**config.mk**
```make
export PLATFORM = sky130hd
export DESIGN_NAME = doubly_linked_node_table
export DESIGN_NICKNAME = d
export VERILOG_FILES = /design/src/hw/rtl/dlnt_pkg.sv /design/src/hw/rtl/dlnt_front.sv /design/src/hw/rtl/dlnt_queue.sv /design/src/hw/rtl/dlnt_back.sv /design/src/hw/rtl/doubly_linked_node_table.sv
export SDC_FILE = /design/constraint.sdc
export NUM_CORES = 2
export LEC_CHECK = 0
export BUFFER_PORTS_ARGS = -buffer_cell sky130_fd_sc_hd__buf_4
export CORE_MARGIN = 8
export CORE_UTILIZATION = 48
export CTS_CLUSTER_DIAMETER = 100
export DETAILED_ROUTE_END_ITERATION = 6
export SETUP_SLACK_MARGIN = 0.5
export SYNTH_ARGS = -nofsm -noshare
export SYNTH_HDL_FRONTEND = slang
export SYNTH_HIERARCHICAL = 1
export SYNTH_SLANG_ARGS = --single-unit
export TNS_END_PERCENT = 100
```
**constraint.sdc**
```tcl
create_clock -name clk -period 4.9 [get_ports clk]
set_input_delay 0.735 -clock clk [delete_from_list [all_inputs] [get_ports clk]]
set_output_delay 0.735 -clock clk [all_outputs]
set_load 0.01 [all_outputs]
```
**src/hw/rtl/dlnt_pkg.sv**
```systemverilog
// Shared types, codes and helpers for the doubly linked node table.
`default_nettype none
package dlnt_pkg;

	localparam int unsigned DEPTH     = 64;
	localparam int unsigned IDX_W     = $clog2(DEPTH);
	localparam int unsigned NODE_W    = 7;
	localparam int unsigned CMD_W     = 3;
	localparam int unsigned NODES_DEF = 64;
	localparam int unsigned QDEPTH    = 2;

	localparam logic [CMD_W-1:0] CMD_SPLIT_SUCC = 3'd0;
	localparam logic [CMD_W-1:0] CMD_SPLIT_PRED = 3'd1;
	localparam logic [CMD_W-1:0] CMD_LINK       = 3'd2;
	localparam logic [CMD_W-1:0] CMD_VISIT_SUCC = 3'd3;
	localparam logic [CMD_W-1:0] CMD_VISIT_PRED = 3'd4;

	typedef enum logic [2:0] {
		OP_REJECT  = 3'd0,
		OP_ECHO    = 3'd1,
		OP_SPLIT_S = 3'd2,
		OP_SPLIT_P = 3'd3,
		OP_LINK    = 3'd4,
		OP_VISIT_S = 3'd5,
		OP_VISIT_P = 3'd6
	} op_t;

	typedef struct packed {
		logic [CMD_W-1:0]  cmd;
		logic [NODE_W-1:0] node_a;
		logic [NODE_W-1:0] node_b;
	} req_t;

	typedef struct packed {
		logic              ok;
		logic [NODE_W-1:0] node;
		logic              last;
	} rsp_t;

	typedef struct packed {
		op_t               op;
		logic [NODE_W-1:0] a;
		logic [NODE_W-1:0] b;
	} op_item_t;

	function automatic logic in_range(input logic [NODE_W-1:0] v, input int unsigned nodes);
		return (v != '0) && (32'(v) <= nodes);
	endfunction

	function automatic logic [IDX_W-1:0] idx_of(input logic [NODE_W-1:0] v);
		logic [NODE_W-1:0] t;
		t = v - NODE_W'(1);
		return t[IDX_W-1:0];
	endfunction

endpackage
`default_nettype wire

```
**src/hw/rtl/dlnt_front.sv**
```systemverilog
// Front stage: accepts command items and classifies them into operations.
`default_nettype none
module dlnt_front import dlnt_pkg::*; #(
	parameter int unsigned NODES = NODES_DEF
) (
	input  logic     clk,
	input  logic     arst_n,
	input  logic     req_valid,
	output logic     req_stall,
	input  req_t     req,
	output logic     push_valid,
	input  logic     push_ready,
	output op_item_t push_item
);

	logic     s1_valid_q;
	op_item_t item_s1;
	op_item_t cls;
	logic     a_ok;
	logic     b_ok;
	logic     advance;

	always_comb begin
		a_ok   = in_range(req.node_a, NODES);
		b_ok   = in_range(req.node_b, NODES);
		cls.a  = req.node_a;
		cls.b  = req.node_b;
		unique case (req.cmd)
			CMD_SPLIT_SUCC: cls.op = a_ok ? OP_SPLIT_S : OP_REJECT;
			CMD_SPLIT_PRED: cls.op = a_ok ? OP_SPLIT_P : OP_REJECT;
			CMD_LINK:       cls.op = (a_ok && b_ok) ? OP_LINK : OP_REJECT;
			CMD_VISIT_SUCC: cls.op = a_ok ? OP_VISIT_S : OP_ECHO;
			CMD_VISIT_PRED: cls.op = a_ok ? OP_VISIT_P : OP_ECHO;
			default:        cls.op = OP_REJECT;
		endcase
	end

	assign advance    = !s1_valid_q || push_ready;
	assign req_stall  = !advance;
	assign push_valid = s1_valid_q;
	assign push_item  = item_s1;

	always_ff @(posedge clk or negedge arst_n) begin
		if (!arst_n) begin
			s1_valid_q <= 1'b0;
		end else if (advance) begin
			s1_valid_q <= req_valid;
		end
	end

	always_ff @(posedge clk) begin
		if (advance && req_valid) begin
			item_s1 <= cls;
		end
	end

endmodule
`default_nettype wire

```
**src/hw/rtl/dlnt_queue.sv**
```systemverilog
// Short queue of classified operations between front and back.
`default_nettype none
module dlnt_queue import dlnt_pkg::*; (
	input  logic     clk,
	input  logic     arst_n,
	input  logic     push_valid,
	output logic     push_ready,
	input  op_item_t push_item,
	output logic     pop_valid,
	input  logic     pop_ready,
	output op_item_t pop_item
);

	localparam int unsigned QPTR_W = (QDEPTH > 1) ? $clog2(QDEPTH) : 1;
	localparam int unsigned QCNT_W = $clog2(QDEPTH + 1);

	op_item_t            mem_q [QDEPTH];
	logic [QPTR_W-1:0]   wr_ptr_q;
	logic [QPTR_W-1:0]   rd_ptr_q;
	logic [QCNT_W-1:0]   cnt_q;
	logic                do_push;
	logic                do_pop;

	assign push_ready = cnt_q != QCNT_W'(QDEPTH);
	assign pop_valid  = cnt_q != '0;
	assign pop_item   = mem_q[rd_ptr_q];
	assign do_push    = push_valid && push_ready;
	assign do_pop     = pop_valid && pop_ready;

	always_ff @(posedge clk or negedge arst_n) begin
		if (!arst_n) begin
			wr_ptr_q <= '0;
			rd_ptr_q <= '0;
			cnt_q    <= '0;
		end else begin
			if (do_push) begin
				wr_ptr_q <= (wr_ptr_q == QPTR_W'(QDEPTH - 1)) ? '0 : wr_ptr_q + QPTR_W'(1);
			end
			if (do_pop) begin
				rd_ptr_q <= (rd_ptr_q == QPTR_W'(QDEPTH - 1)) ? '0 : rd_ptr_q + QPTR_W'(1);
			end
			if (do_push && !do_pop) begin
				cnt_q <= cnt_q + QCNT_W'(1);
			end else if (do_pop && !do_push) begin
				cnt_q <= cnt_q - QCNT_W'(1);
			end
		end
	end

	always_ff @(posedge clk) begin
		if (do_push) begin
			mem_q[wr_ptr_q] <= push_item;
		end
	end

`ifndef NO_ASSERTIONS
	a_cnt_bound: assert property (@(posedge clk) disable iff (!arst_n)
		cnt_q <= QCNT_W'(QDEPTH))
		else $error("queue count beyond depth");
	a_pop_moves_ptr: assert property (@(posedge clk) disable iff (!arst_n)
		do_pop && !do_push |=> cnt_q == $past(cnt_q) - QCNT_W'(1))
		else $error("pop did not drain queue");
	a_push_keeps: assert property (@(posedge clk) disable iff (!arst_n)
		do_push && !do_pop |=> pop_valid)
		else $error("pushed item not visible");
`endif

endmodule
`default_nettype wire

```
**src/hw/rtl/dlnt_back.sv**
```systemverilog
// Back stage: link tables and the sequencer that carries out split, link and visit.
`default_nettype none
module dlnt_back import dlnt_pkg::*; #(
	parameter int unsigned NODES = NODES_DEF
) (
	input  logic     clk,
	input  logic     arst_n,
	input  logic     pop_valid,
	output logic     pop_ready,
	input  op_item_t pop_item,
	output logic     rsp_valid,
	input  logic     rsp_stall,
	output rsp_t     rsp
);

	localparam int unsigned CNT_W = $clog2(NODES + 1);

	typedef enum logic [4:0] {
		ST_IDLE  = 5'b00001,
		ST_DONE  = 5'b00010,
		ST_SPLIT = 5'b00100,
		ST_LINK  = 5'b01000,
		ST_WALK  = 5'b10000
	} state_t;

	state_t            state_q, state_d;
	op_t               op_q;
	logic [NODE_W-1:0] a_q, b_q, cur_q;
	logic [CNT_W-1:0]  cnt_q;

	logic [NODE_W-1:0] succ_mem [DEPTH];
	logic [NODE_W-1:0] pred_mem [DEPTH];
	logic [DEPTH-1:0]  succ_v_q, pred_v_q;
	logic [NODE_W-1:0] succ_rd_q, pred_rd_q;
	logic              succ_rv_q, pred_rv_q;

	logic              rsp_valid_q;
	rsp_t              rsp_q;

	logic              out_free, out_load;
	rsp_t              out_d;
	logic              rd_en, advance;
	logic [IDX_W-1:0]  succ_raddr, pred_raddr;
	logic [IDX_W-1:0]  a_idx, b_idx;
	logic [NODE_W-1:0] succ_y, pred_y, y, nxt;
	logic              link_ok, stop, wr_link;
	logic              clr_succ_en, clr_pred_en;
	logic [IDX_W-1:0]  clr_succ_idx, clr_pred_idx;

	assign out_free = !rsp_valid_q || !rsp_stall;
	assign succ_y   = succ_rv_q ? succ_rd_q : '0;
	assign pred_y   = pred_rv_q ? pred_rd_q : '0;
	assign a_idx    = idx_of(a_q);
	assign b_idx    = idx_of(b_q);
	assign y        = (op_q == OP_SPLIT_S) ? succ_y : pred_y;
	assign nxt      = (op_q == OP_VISIT_S) ? succ_y : pred_y;
	assign link_ok  = (succ_y == '0) && (pred_y == '0);
	// stop on no node, on a node out of range, on return to start, or once NODES results are out
	assign stop     = (nxt == '0) || (nxt == a_q) || !in_range(nxt, NODES)
		|| (cnt_q >= CNT_W'(NODES));

	always_comb begin
		state_d      = state_q;
		pop_ready    = 1'b0;
		rd_en        = 1'b0;
		advance      = 1'b0;
		succ_raddr   = idx_of(pop_item.a);
		pred_raddr   = idx_of((pop_item.op == OP_LINK) ? pop_item.b : pop_item.a);
		out_load     = 1'b0;
		out_d        = '0;
		wr_link      = 1'b0;
		clr_succ_en  = 1'b0;
		clr_pred_en  = 1'b0;
		clr_succ_idx = a_idx;
		clr_pred_idx = a_idx;
		unique case (state_q)
			ST_IDLE: begin
				pop_ready = 1'b1;
				if (pop_valid) begin
					rd_en = 1'b1;
					unique case (pop_item.op) inside
						OP_REJECT, OP_ECHO:     state_d = ST_DONE;
						OP_SPLIT_S, OP_SPLIT_P: state_d = ST_SPLIT;
						OP_LINK:                state_d = ST_LINK;
						OP_VISIT_S, OP_VISIT_P: state_d = ST_WALK;
						default:                state_d = ST_DONE;
					endcase
				end
			end
			ST_DONE: begin
				if (out_free) begin
					out_load   = 1'b1;
					out_d.ok   = (op_q == OP_ECHO);
					out_d.node = (op_q == OP_ECHO) ? a_q : '0;
					out_d.last = 1'b1;
					state_d    = ST_IDLE;
				end
			end
			ST_SPLIT: begin
				if (out_free) begin
					out_load   = 1'b1;
					out_d.ok   = (y != '0);
					out_d.last = 1'b1;
					state_d    = ST_IDLE;
					if (y != '0) begin
						clr_succ_en = 1'b1;
						clr_pred_en = 1'b1;
						// the far end of the cut link loses its opposite pointer
						if (op_q == OP_SPLIT_S) begin
							clr_pred_idx = idx_of(y);
						end else begin
							clr_succ_idx = idx_of(y);
						end
					end
				end
			end
			ST_LINK: begin
				if (out_free) begin
					out_load   = 1'b1;
					out_d.ok   = link_ok;
					out_d.last = 1'b1;
					wr_link    = link_ok;
					state_d    = ST_IDLE;
				end
			end
			ST_WALK: begin
				// emit the held node once the next one is known, so last is exact
				if (out_free) begin
					out_load   = 1'b1;
					out_d.ok   = 1'b1;
					out_d.node = cur_q;
					out_d.last = stop;
					if (stop) begin
						state_d = ST_IDLE;
					end else begin
						advance    = 1'b1;
						rd_en      = 1'b1;
						succ_raddr = idx_of(nxt);
						pred_raddr = idx_of(nxt);
					end
				end
			end
			default: begin
				state_d = ST_IDLE;
			end
		endcase
	end

	always_ff @(posedge clk or negedge arst_n) begin
		if (!arst_n) begin
			state_q     <= ST_IDLE;
			rsp_valid_q <= 1'b0;
		end else begin
			state_q <= state_d;
			if (out_load) begin
				rsp_valid_q <= 1'b1;
			end else if (!rsp_stall) begin
				rsp_valid_q <= 1'b0;
			end
		end
	end

	always_ff @(posedge clk or negedge arst_n) begin
		if (!arst_n) begin
			succ_v_q <= '0;
			pred_v_q <= '0;
		end else begin
			if (wr_link) begin
				succ_v_q[a_idx] <= 1'b1;
				pred_v_q[b_idx] <= 1'b1;
			end
			if (clr_succ_en) begin
				succ_v_q[clr_succ_idx] <= 1'b0;
			end
			if (clr_pred_en) begin
				pred_v_q[clr_pred_idx] <= 1'b0;
			end
		end
	end

	always_ff @(posedge clk) begin
		if (wr_link) begin
			succ_mem[a_idx] <= b_q;
			pred_mem[b_idx] <= a_q;
		end
		if (rd_en) begin
			succ_rd_q <= succ_mem[succ_raddr];
			pred_rd_q <= pred_mem[pred_raddr];
			succ_rv_q <= succ_v_q[succ_raddr];
			pred_rv_q <= pred_v_q[pred_raddr];
		end
	end

	always_ff @(posedge clk) begin
		if (pop_ready && pop_valid) begin
			op_q  <= pop_item.op;
			a_q   <= pop_item.a;
			b_q   <= pop_item.b;
			cur_q <= pop_item.a;
			cnt_q <= CNT_W'(1);
		end else if (advance) begin
			cur_q <= nxt;
			cnt_q <= cnt_q + CNT_W'(1);
		end
		if (out_load) begin
			rsp_q <= out_d;
		end
	end

	assign rsp_valid = rsp_valid_q;
	assign rsp       = rsp_q;

`ifndef NO_ASSERTIONS
	a_walk_bound: assert property (@(posedge clk) disable iff (!arst_n)
		state_q == ST_WALK |-> (cnt_q != '0) && (cnt_q <= CNT_W'(NODES)))
		else $error("walk count out of bounds");
	a_link_sets: assert property (@(posedge clk) disable iff (!arst_n)
		wr_link |=> succ_v_q[$past(a_idx)] && pred_v_q[$past(b_idx)])
		else $error("link did not mark both entries");
	a_nonlast_walk: assert property (@(posedge clk) disable iff (!arst_n)
		out_load && !out_d.last |-> state_q == ST_WALK)
		else $error("non-final result outside a visit");
	a_split_clears: assert property (@(posedge clk) disable iff (!arst_n)
		clr_succ_en && (op_q == OP_SPLIT_S) |=> !succ_v_q[$past(a_idx)])
		else $error("split left successor in place");
`endif

endmodule
`default_nettype wire

```
**src/hw/rtl/doubly_linked_node_table.sv**
```systemverilog
// A split, link or rejected item is taken in idle; its result is formed in its split, link
// or done state and registered. The back takes no new item until this one is done; a visit
// does one registered table read per cycle of the walk while the output is not stalled.
// A two-entry queue lets the front take new items while the back is busy or stalled.
// Reset: both link tables read as empty at once through per-entry valid flip-flops.
`default_nettype none
module doubly_linked_node_table import dlnt_pkg::*; #(
	parameter int unsigned NODES = NODES_DEF
) (
	input  logic clk,
	input  logic arst_n,
	input  logic req_valid,
	output logic req_stall,
	input  req_t req,
	output logic rsp_valid,
	input  logic rsp_stall,
	output rsp_t rsp
);

	logic     push_valid, push_ready;
	op_item_t push_item;
	logic     pop_valid, pop_ready;
	op_item_t pop_item;

	dlnt_front #(.NODES(NODES)) u_front (
		.clk        (clk),
		.arst_n     (arst_n),
		.req_valid  (req_valid),
		.req_stall  (req_stall),
		.req        (req),
		.push_valid (push_valid),
		.push_ready (push_ready),
		.push_item  (push_item)
	);

	dlnt_queue u_queue (
		.clk        (clk),
		.arst_n     (arst_n),
		.push_valid (push_valid),
		.push_ready (push_ready),
		.push_item  (push_item),
		.pop_valid  (pop_valid),
		.pop_ready  (pop_ready),
		.pop_item   (pop_item)
	);

	dlnt_back #(.NODES(NODES)) u_back (
		.clk       (clk),
		.arst_n    (arst_n),
		.pop_valid (pop_valid),
		.pop_ready (pop_ready),
		.pop_item  (pop_item),
		.rsp_valid (rsp_valid),
		.rsp_stall (rsp_stall),
		.rsp       (rsp)
	);

endmodule
`default_nettype wire
```
=== Yosys cells after proc, flatten, opt, wreduce, memory -nomap -nowiden ===
Memory sizes are Yosys's and may differ from the RTL's. A register that Yosys moved wholly into a read port is not among the register bits.
Index checks and enable logic that the tools add are counted.

* Register bits after elaboration: 198
* Memory bits (writable): 930
* Input port bits: 21
* Output and inout bits: 11
* Logic and storage cells: 201
* Memories kept: 3

{| class="wikitable"
|+ Memory list
! name !! depth !! bits a word !! rd ports !! clocked after memory_dff !! write ports !! line !! source
|-
| u_back.pred_mem || 64 || 7 || 1 || 1 || 1 || dlnt_back.sv:32 || <nowiki>logic [NODE_W-1:0] pred_mem [DEPTH];</nowiki>
|-
| u_back.succ_mem || 64 || 7 || 1 || 1 || 1 || dlnt_back.sv:31 || <nowiki>logic [NODE_W-1:0] succ_mem [DEPTH];</nowiki>
|-
| u_queue.mem_q || 2 || 17 || 1 || 0 || 1 || dlnt_queue.sv:17 || <nowiki>op_item_t mem_q [QDEPTH];</nowiki>
|}

* Add/sub/neg operators: 11
* Order comparisons: 14
* Equal/unequal tests: 24
* Multiplexer cells: 79
* Bitwise operators: 6
* Reduce and logical (&&, ||, !) cells: 43

{| class="wikitable"
|+ Operators with widths
! operator !! count
|-
| 64-bit 2-to-1 mux || 4
|-
| 64-bit bitwise AND || 2
|-
| 64-bit inverter || 2
|-
| 64-bit OR || 2
|-
| 6-bit 2-to-1 mux || 15
|-
| 7-bit 2-to-1 mux || 7
|-
| 6-bit by 7-bit less-than comparator with 1-bit output, second input constant || 6
|-
| 6-bit by 1-bit subtractor with 6-bit output, second input constant || 6
|-
| 5-bit case mux with 3 select lines || 2
|-
| 7-bit nonzero test || 4
|-
| 1-bit 2-to-1 mux || 27
|-
| 1-bit demux with 6-bit select || 4
|-
| 6-bit by 1-bit greater-or-equal comparator with 1-bit output, second input constant || 4
|-
| 7-bit less-or-equal comparator, second input constant || 3
|-
| 7-bit logical NOT || 3
|-
| 5-bit 2-to-1 mux || 4
|-
| 9-bit 2-to-1 mux || 2
|-
| 3-bit by 2-bit == test with 1-bit output, second input constant || 5
|-
| 3-bit == test, second input constant || 5
|-
| 3-bit case mux with 5 select lines || 1
|-
| 1-bit logical AND || 14
|-
| 7-bit case mux with 2 select lines || 1
|-
| 1-bit binary-select mux with 6-bit select || 2
|-
| 2-bit by 1-bit != test with 1-bit output, second input constant || 5
|-
| other kinds (26) || 47
|}

=== Longest topological paths before layout ===
* Depth in word-level cells: 14
* Depth in mapped cells: 17
* Mapped depth without buffers: 13

=== Hierarchy ===
The synthesis kept the hierarchy.

{| class="wikitable"
|+ By module, submodules not included
! module !! times used !! cells an instance !! area each (µm²) !! sequential area each (µm²)
|-
| dlnt_back || 1 || 3,805 || 45,463.6 || 31,871.8
|-
| dlnt_queue || 1 || 71 || 1,473.9 || 1,121.1
|-
| dlnt_front || 1 || 41 || 686.9 || 535.5
|}

=== Worst setup path before layout ===
OpenSTA, ideal clock, no wires.

* Path kind: register to register
* Start point: register u_back.a_q[4]
* End point: register u_back.succ_rv_q (data pin)
* Setup time: 0.256 ns
* Data arrival time: 4.214 ns
* Required time: 4.644 ns
* Path slack: 0.430 ns
* Stages on the path, launching flop included: 15
* Buffers on the path: 3
* Clock period less this slack: 4.470 ns
* Cell sequence: edfxtp_1 -> buf_2 -> and3_1 -> o22ai_1 -> or4_1 -> a211o_1 -> o211ai_2 -> a21boi_4 -> buf_4 -> buf_6 -> mux2i_1 -> o21ai_0 -> a2111oi_0 -> o21ai_1 -> and4_1

* Cells in the longest elaborated chain, start to end: 9

{| class="wikitable"
|+ Ends and longest elaborated chain
! element !! line !! source
|-
| start: declaration || dlnt_back.sv:28 || <nowiki>logic [NODE_W-1:0] a_q, b_q, cur_q;</nowiki>
|-
| start signal: assignment || dlnt_back.sv:197 || <nowiki>a_q <= pop_item.a;</nowiki>
|-
| 7-bit == test || dlnt_back.sv:59 || <nowiki>assign stop = (nxt == '0) || (nxt == a_q) || !in_range(nxt, NODES)</nowiki>
|-
| 1-bit logical OR (2 in a row) || dlnt_back.sv:59 ||
|-
| 1-bit logical OR || dlnt_back.sv:60 || <nowiki>|| (cnt_q >= CNT_W'(NODES));</nowiki>
|-
| 6-bit 2-to-1 mux || dlnt_back.sv:133 || <nowiki>if (stop) begin</nowiki>
|-
| 6-bit 2-to-1 mux || dlnt_back.sv:128 || <nowiki>if (out_free) begin</nowiki>
|-
| 6-bit 2-to-1 mux || dlnt_back.sv:76 || <nowiki>unique case (state_q)</nowiki>
|-
| 1-bit binary-select mux with 6-bit select || dlnt_back.sv:189 || <nowiki>succ_rv_q <= succ_v_q[succ_raddr];</nowiki>
|-
| 1-bit 2-to-1 mux (not written as such) || dlnt_back.sv:189 ||
|-
| end signal: assignment || dlnt_back.sv:189 ||
|-
| end: declaration || dlnt_back.sv:35 || <nowiki>logic succ_rv_q, pred_rv_q;</nowiki>
|}

No other way between the ends. The select of a mux whose other input is x is not followed.
A chain may end at the register's enable or synchronous reset.

=== Final worst setup path ===
* Start point: register u_back.a_q[6]
* End point: register u_back.pred_rd_q[5] (read register of u_back.pred_mem) (data pin)

* Cells in the longest elaborated chain, start to end: 7
* Elaborated cells between the ends (all ways): 10
* Those cells by class: eq/ne (1); mux (6); reduce/logical (3)

{| class="wikitable"
|+ Ends and longest elaborated chain
! element !! line !! source
|-
| 7-bit == test * || dlnt_back.sv:59 ||
|-
| 1-bit logical OR * (2 in a row) || dlnt_back.sv:59 ||
|-
| 1-bit logical OR * || dlnt_back.sv:60 ||
|-
| 1-bit 2-to-1 mux / 6-bit 2-to-1 mux (equally long branches) || dlnt_back.sv:133 ||
|-
| 1-bit 2-to-1 mux / 6-bit 2-to-1 mux (equally long branches) || dlnt_back.sv:128 ||
|-
| 1-bit case mux with 2 select lines / 6-bit 2-to-1 mux (equally long branches) || dlnt_back.sv:76 ||
|-
| end: declaration || dlnt_back.sv:34 || <nowiki>logic [NODE_W-1:0] succ_rd_q, pred_rd_q;</nowiki>
|}

Mark *: on every way between the ends. The rest lies on a longest branch, timed or not.

==> flow_metrics.py <==
metrics = {
    "outcome": {
        "status": "complete, but fails checks",
        "violations": "DRC",
    },
    "clock_network": {
        "clk_pin_slew_ps": 60,
        "cts.sinks": 1142,
        "cts_buffer_depth": 3,
        "cts_made_buffers": 116,
        "cts_tree": "done",
        "cts-root-buf": "clkbuf_16",
        "htree_levels": 3,
        "clk_latency_ps": 740,
    },
    "timing": {
        "report.final.slew_viol_count": 0,
        "rsz0062_at_grt": "yes",
        "fin_setup_tns_ps": 0,
        "timing.final.crit_share": 0.881,
        "period_needed_ps": 4320,
        "setup_viol": 0,
        "fmax_mhz": 232,
        "worst_slew_pin_slew_ps": 1200,
        "hold_viol_final": 0,
        "fin_ws_ps": 581,
        "fin_skew_ps": 66.2,
        "relSlewSlack": 0.196,
    },
    "finish": {
        "layout-drive-gt1-share": 0.142,
        "diodes": 0,
        "area_growth_pct": 16.2,
        "stdcell_count": 5557,
        "seq_area_um2": 33500,
        "multi_input_area_um2": 13400,
        "num-fill-cells": 8307,
        "fin_nets": 4200,
    },
    "route": {
        "drtAntennaViolNets": 0,
        "vias_per_cell": 5.98,
        "dr.first_iter.drc_count": 4079,
        "vias": 33200,
        "drc_errors": 9,
        "wl_um": 142000,
        "first_pass_iters": 7,
        "avgRoutedWirePerCell_um": 25.5,
    },
    "worst_setup_path": {
        "worstPathArrival_ps": 4770,
        "path_cells": "nor4_2 -> o22ai_1 -> or4_1 -> a211o_4 -> o211ai_2 -> buf_6 -> a21boi_4 -> buf_12 -> mux2i_2 -> a211oi_1 -> a22oi_2 -> o211ai_1 -> mux2_2",
        "cp-start-kind": "flop",
        "cp.required_ps": 5350,
        "worstSetupPathType": "reg -> reg",
        "critical_path.max_fanout": 35,
        "cpPeakStageDelay_ps": 580,
        "crit_path_top_delay_cell": "or4_1",
        "worst_setup_path_end_kind": "flop",
    },
    "synth": {
        "synth_area_leaders": "edfxtp_1, dfrtp_1, nand2_1, a21oi_1, nor2_1",
        "synth_top_cell_area_share": 0.628,
        "synth_ff_type": "edfxtp_1",
        "synth.net_count": 3946,
        "ys_seq_area_frac": 0.704,
        "syn-cell-area_um2": 47600,
        "avgSynthCellArea_um2": 12.2,
        "netlist_instances": 3917,
        "synth_common_cells": "edfxtp_1, nand2_1, nor2_1, a21oi_1, nand3_1",
        "ys_seq_elements": 1142,
        "synth_edf_count": 996,
        "yosys_warnings": 6,
        "synth_async_sr_flop_share": 0.122,
        "synth_top_cell_by_area": "edfxtp_1",
        "synth_most_common_cell": "edfxtp_1",
        "yosysUniqueCellTypes": 83,
    },
    "job": {
        "cap_violations": 0,
    },
    "floorplan": {
        "die_area_um2": 110000,
        "chipHeight_um": 331,
        "start_util": 0.484,
        "fp.coreArea_um2": 98400,
        "pin_count": 32,
        "die_x_um": 331,
        "rows": 115,
    },
    "global_routing": {
        "grt_pass1_wl_um": 209000,
        "grt_use_total": 0.254,
        "grt_pass1_vias": 31700,
        "antenna_found_initial": 1,
        "grt_max_degree": 67,
        "overflow": 0,
    },
    "place": {
        "hpwl_um": 88300,
        "preCtsSetupSlack_ps": 81.3,
        "gp_congestion": 0.960,
        "dp.cells": 5303,
        "port_buffers": 31,
    },
    "hold_path": {
        "hp-class": "in -> reg",
    },
}
-- area by class of cell --
class / count / share of cell area
clock buffers: 151 / 0.0558
clock inverters: 66 / 0.0127
inverters: 17 / 0.00115
multi-input cells: 2555 / 0.242
flip-flops and latches: 1142 / 0.606
well taps: 1287 / 0.0291
repair buffers: 339 / 0.0541
-- final timing paths --
| path | start | to | slack [ps] | cells after the start |
|---|---|---|---|---|
| hold reg to reg | u_front/push_item[7]$_DFFE_PP_ | u_queue/mem_q[1][7]$_DFFE_PP_ | 440 | 0 |
| setup / recovery | u_back/a_q[6]$_DFFE_PP_ | u_back/pred_rd_q[5]$_DFFE_PP_ | 580 | 13 |
| max in group asynchronous | arst_n | u_back/pred_v_q[50]$_DFF_PN0_ | 3110 | 3 |
| min in group asynchronous | arst_n | u_back/pred_v_q[31]$_DFF_PN0_ | 550 | 2 |
| hold / removal | req[2] | u_front/push_item[2]$_DFFE_PP_ | 210 | 1 |
| setup reg to reg | u_back/a_q[6]$_DFFE_PP_ | u_back/pred_rd_q[5]$_DFFE_PP_ | 580 | 13 |
-- cell usage in the layout (no fill, tap or decap), types with 10 or more instances in the layout --
cell type and count:
inv_1 16, dfrtp_1 138, clkinv_1 27, o22a_1 32
nand2_1 869, and3_1 13, mux2_4 11, xor2_1 15
o211ai_1 12, nand4_1 52, a31oi_1 72, buf_12 17
buf_4 304, bufinv_16 12, clkbuf_16 121, xnor2_1 22
nand3_1 235, nor3_1 18, and2_1 23, mux2_2 34
a211oi_1 10, mux2i_1 35, a21oi_1 349, nand2b_1 10
clkinv_2 16, a221oi_1 11, clkbuf_1 32, a22oi_1 65
nor2_1 401, o21ai_0 64, edfxtp_1 996
-- per-stage QoR --
step	utilization	area, um^2	hold WS (ps)
final	0.563	55400	207
after CTS	0.558	54900	163
after global routing	0.563	55400	177
after floorplan	-	47600	421
after global placement	0.517	50900	424
after detailed placement	0.517	50900	431
-- critical path: cells and delay by family (launching register included) --
kind                   cells  cell delay (ps)
AO/OA/AOI/OAI              7             1630
buffers and inverters      2              430
flip-flops                 1              500
multiplexers               2              600
AND/OR/NAND/NOR            2              840
-- registers in the layout, summed over array words and instances, names as in the netlist, 2 cells and up --
name / count
u_back/a_q: 7
u_back/b_q: 7
u_back/cnt_q: 7
u_back/cur_q: 7
u_back/op_q: 3
u_back/pred_mem: 448
u_back/pred_rd_q: 7
u_back/pred_v_q: 64
u_back/rsp: 9
u_back/state_q: 5
u_back/succ_mem: 448
u_back/succ_rd_q: 7
u_back/succ_v_q: 64
u_front/push_item: 17
u_queue/cnt_q: 2
u_queue/mem_q: 34
-- routing by layer --
metal | wire length (um) | vias to the layer above | track usage
li1 | - | 14900 | -
met1 | 57400 | 16400 | 0.346
met2 | 65700 | 1622 | 0.401
met3 | 12800 | 326 | 0.0547
met4 | 5670 | 2 | 0.0943
met5 | 13 | - | 0
-- kinds of logic (layout without fill, tap and decap cells) --
group / after synthesis / count (layout) / share of synthesized area
compound gates: 727 / 727 / 0.0943
flops: 1142 / 1142 / 0.704
xor+xnor: 40 / 40 / 0.00736
fa+ha+maj: 8 / 8 / 0.00210
buf+inv: 220 / 573 / 0.0215
simple gates: 1691 / 1691 / 0.150
mux: 89 / 89 / 0.0208
-- timing repair --
action	4_1_cts	5_1_grt
setup endpoints to repair	17	73
gates resized for setup	12	48
setup buffers	8	22
gates cloned	3	3
hold buffers	1	0
endpoints found under the hold margin	40	0
pin swaps	1	9
Power is left out: the tool's default activity adds up to more than one toggle a clock period on the data nets, which glitch-free logic cannot reach.
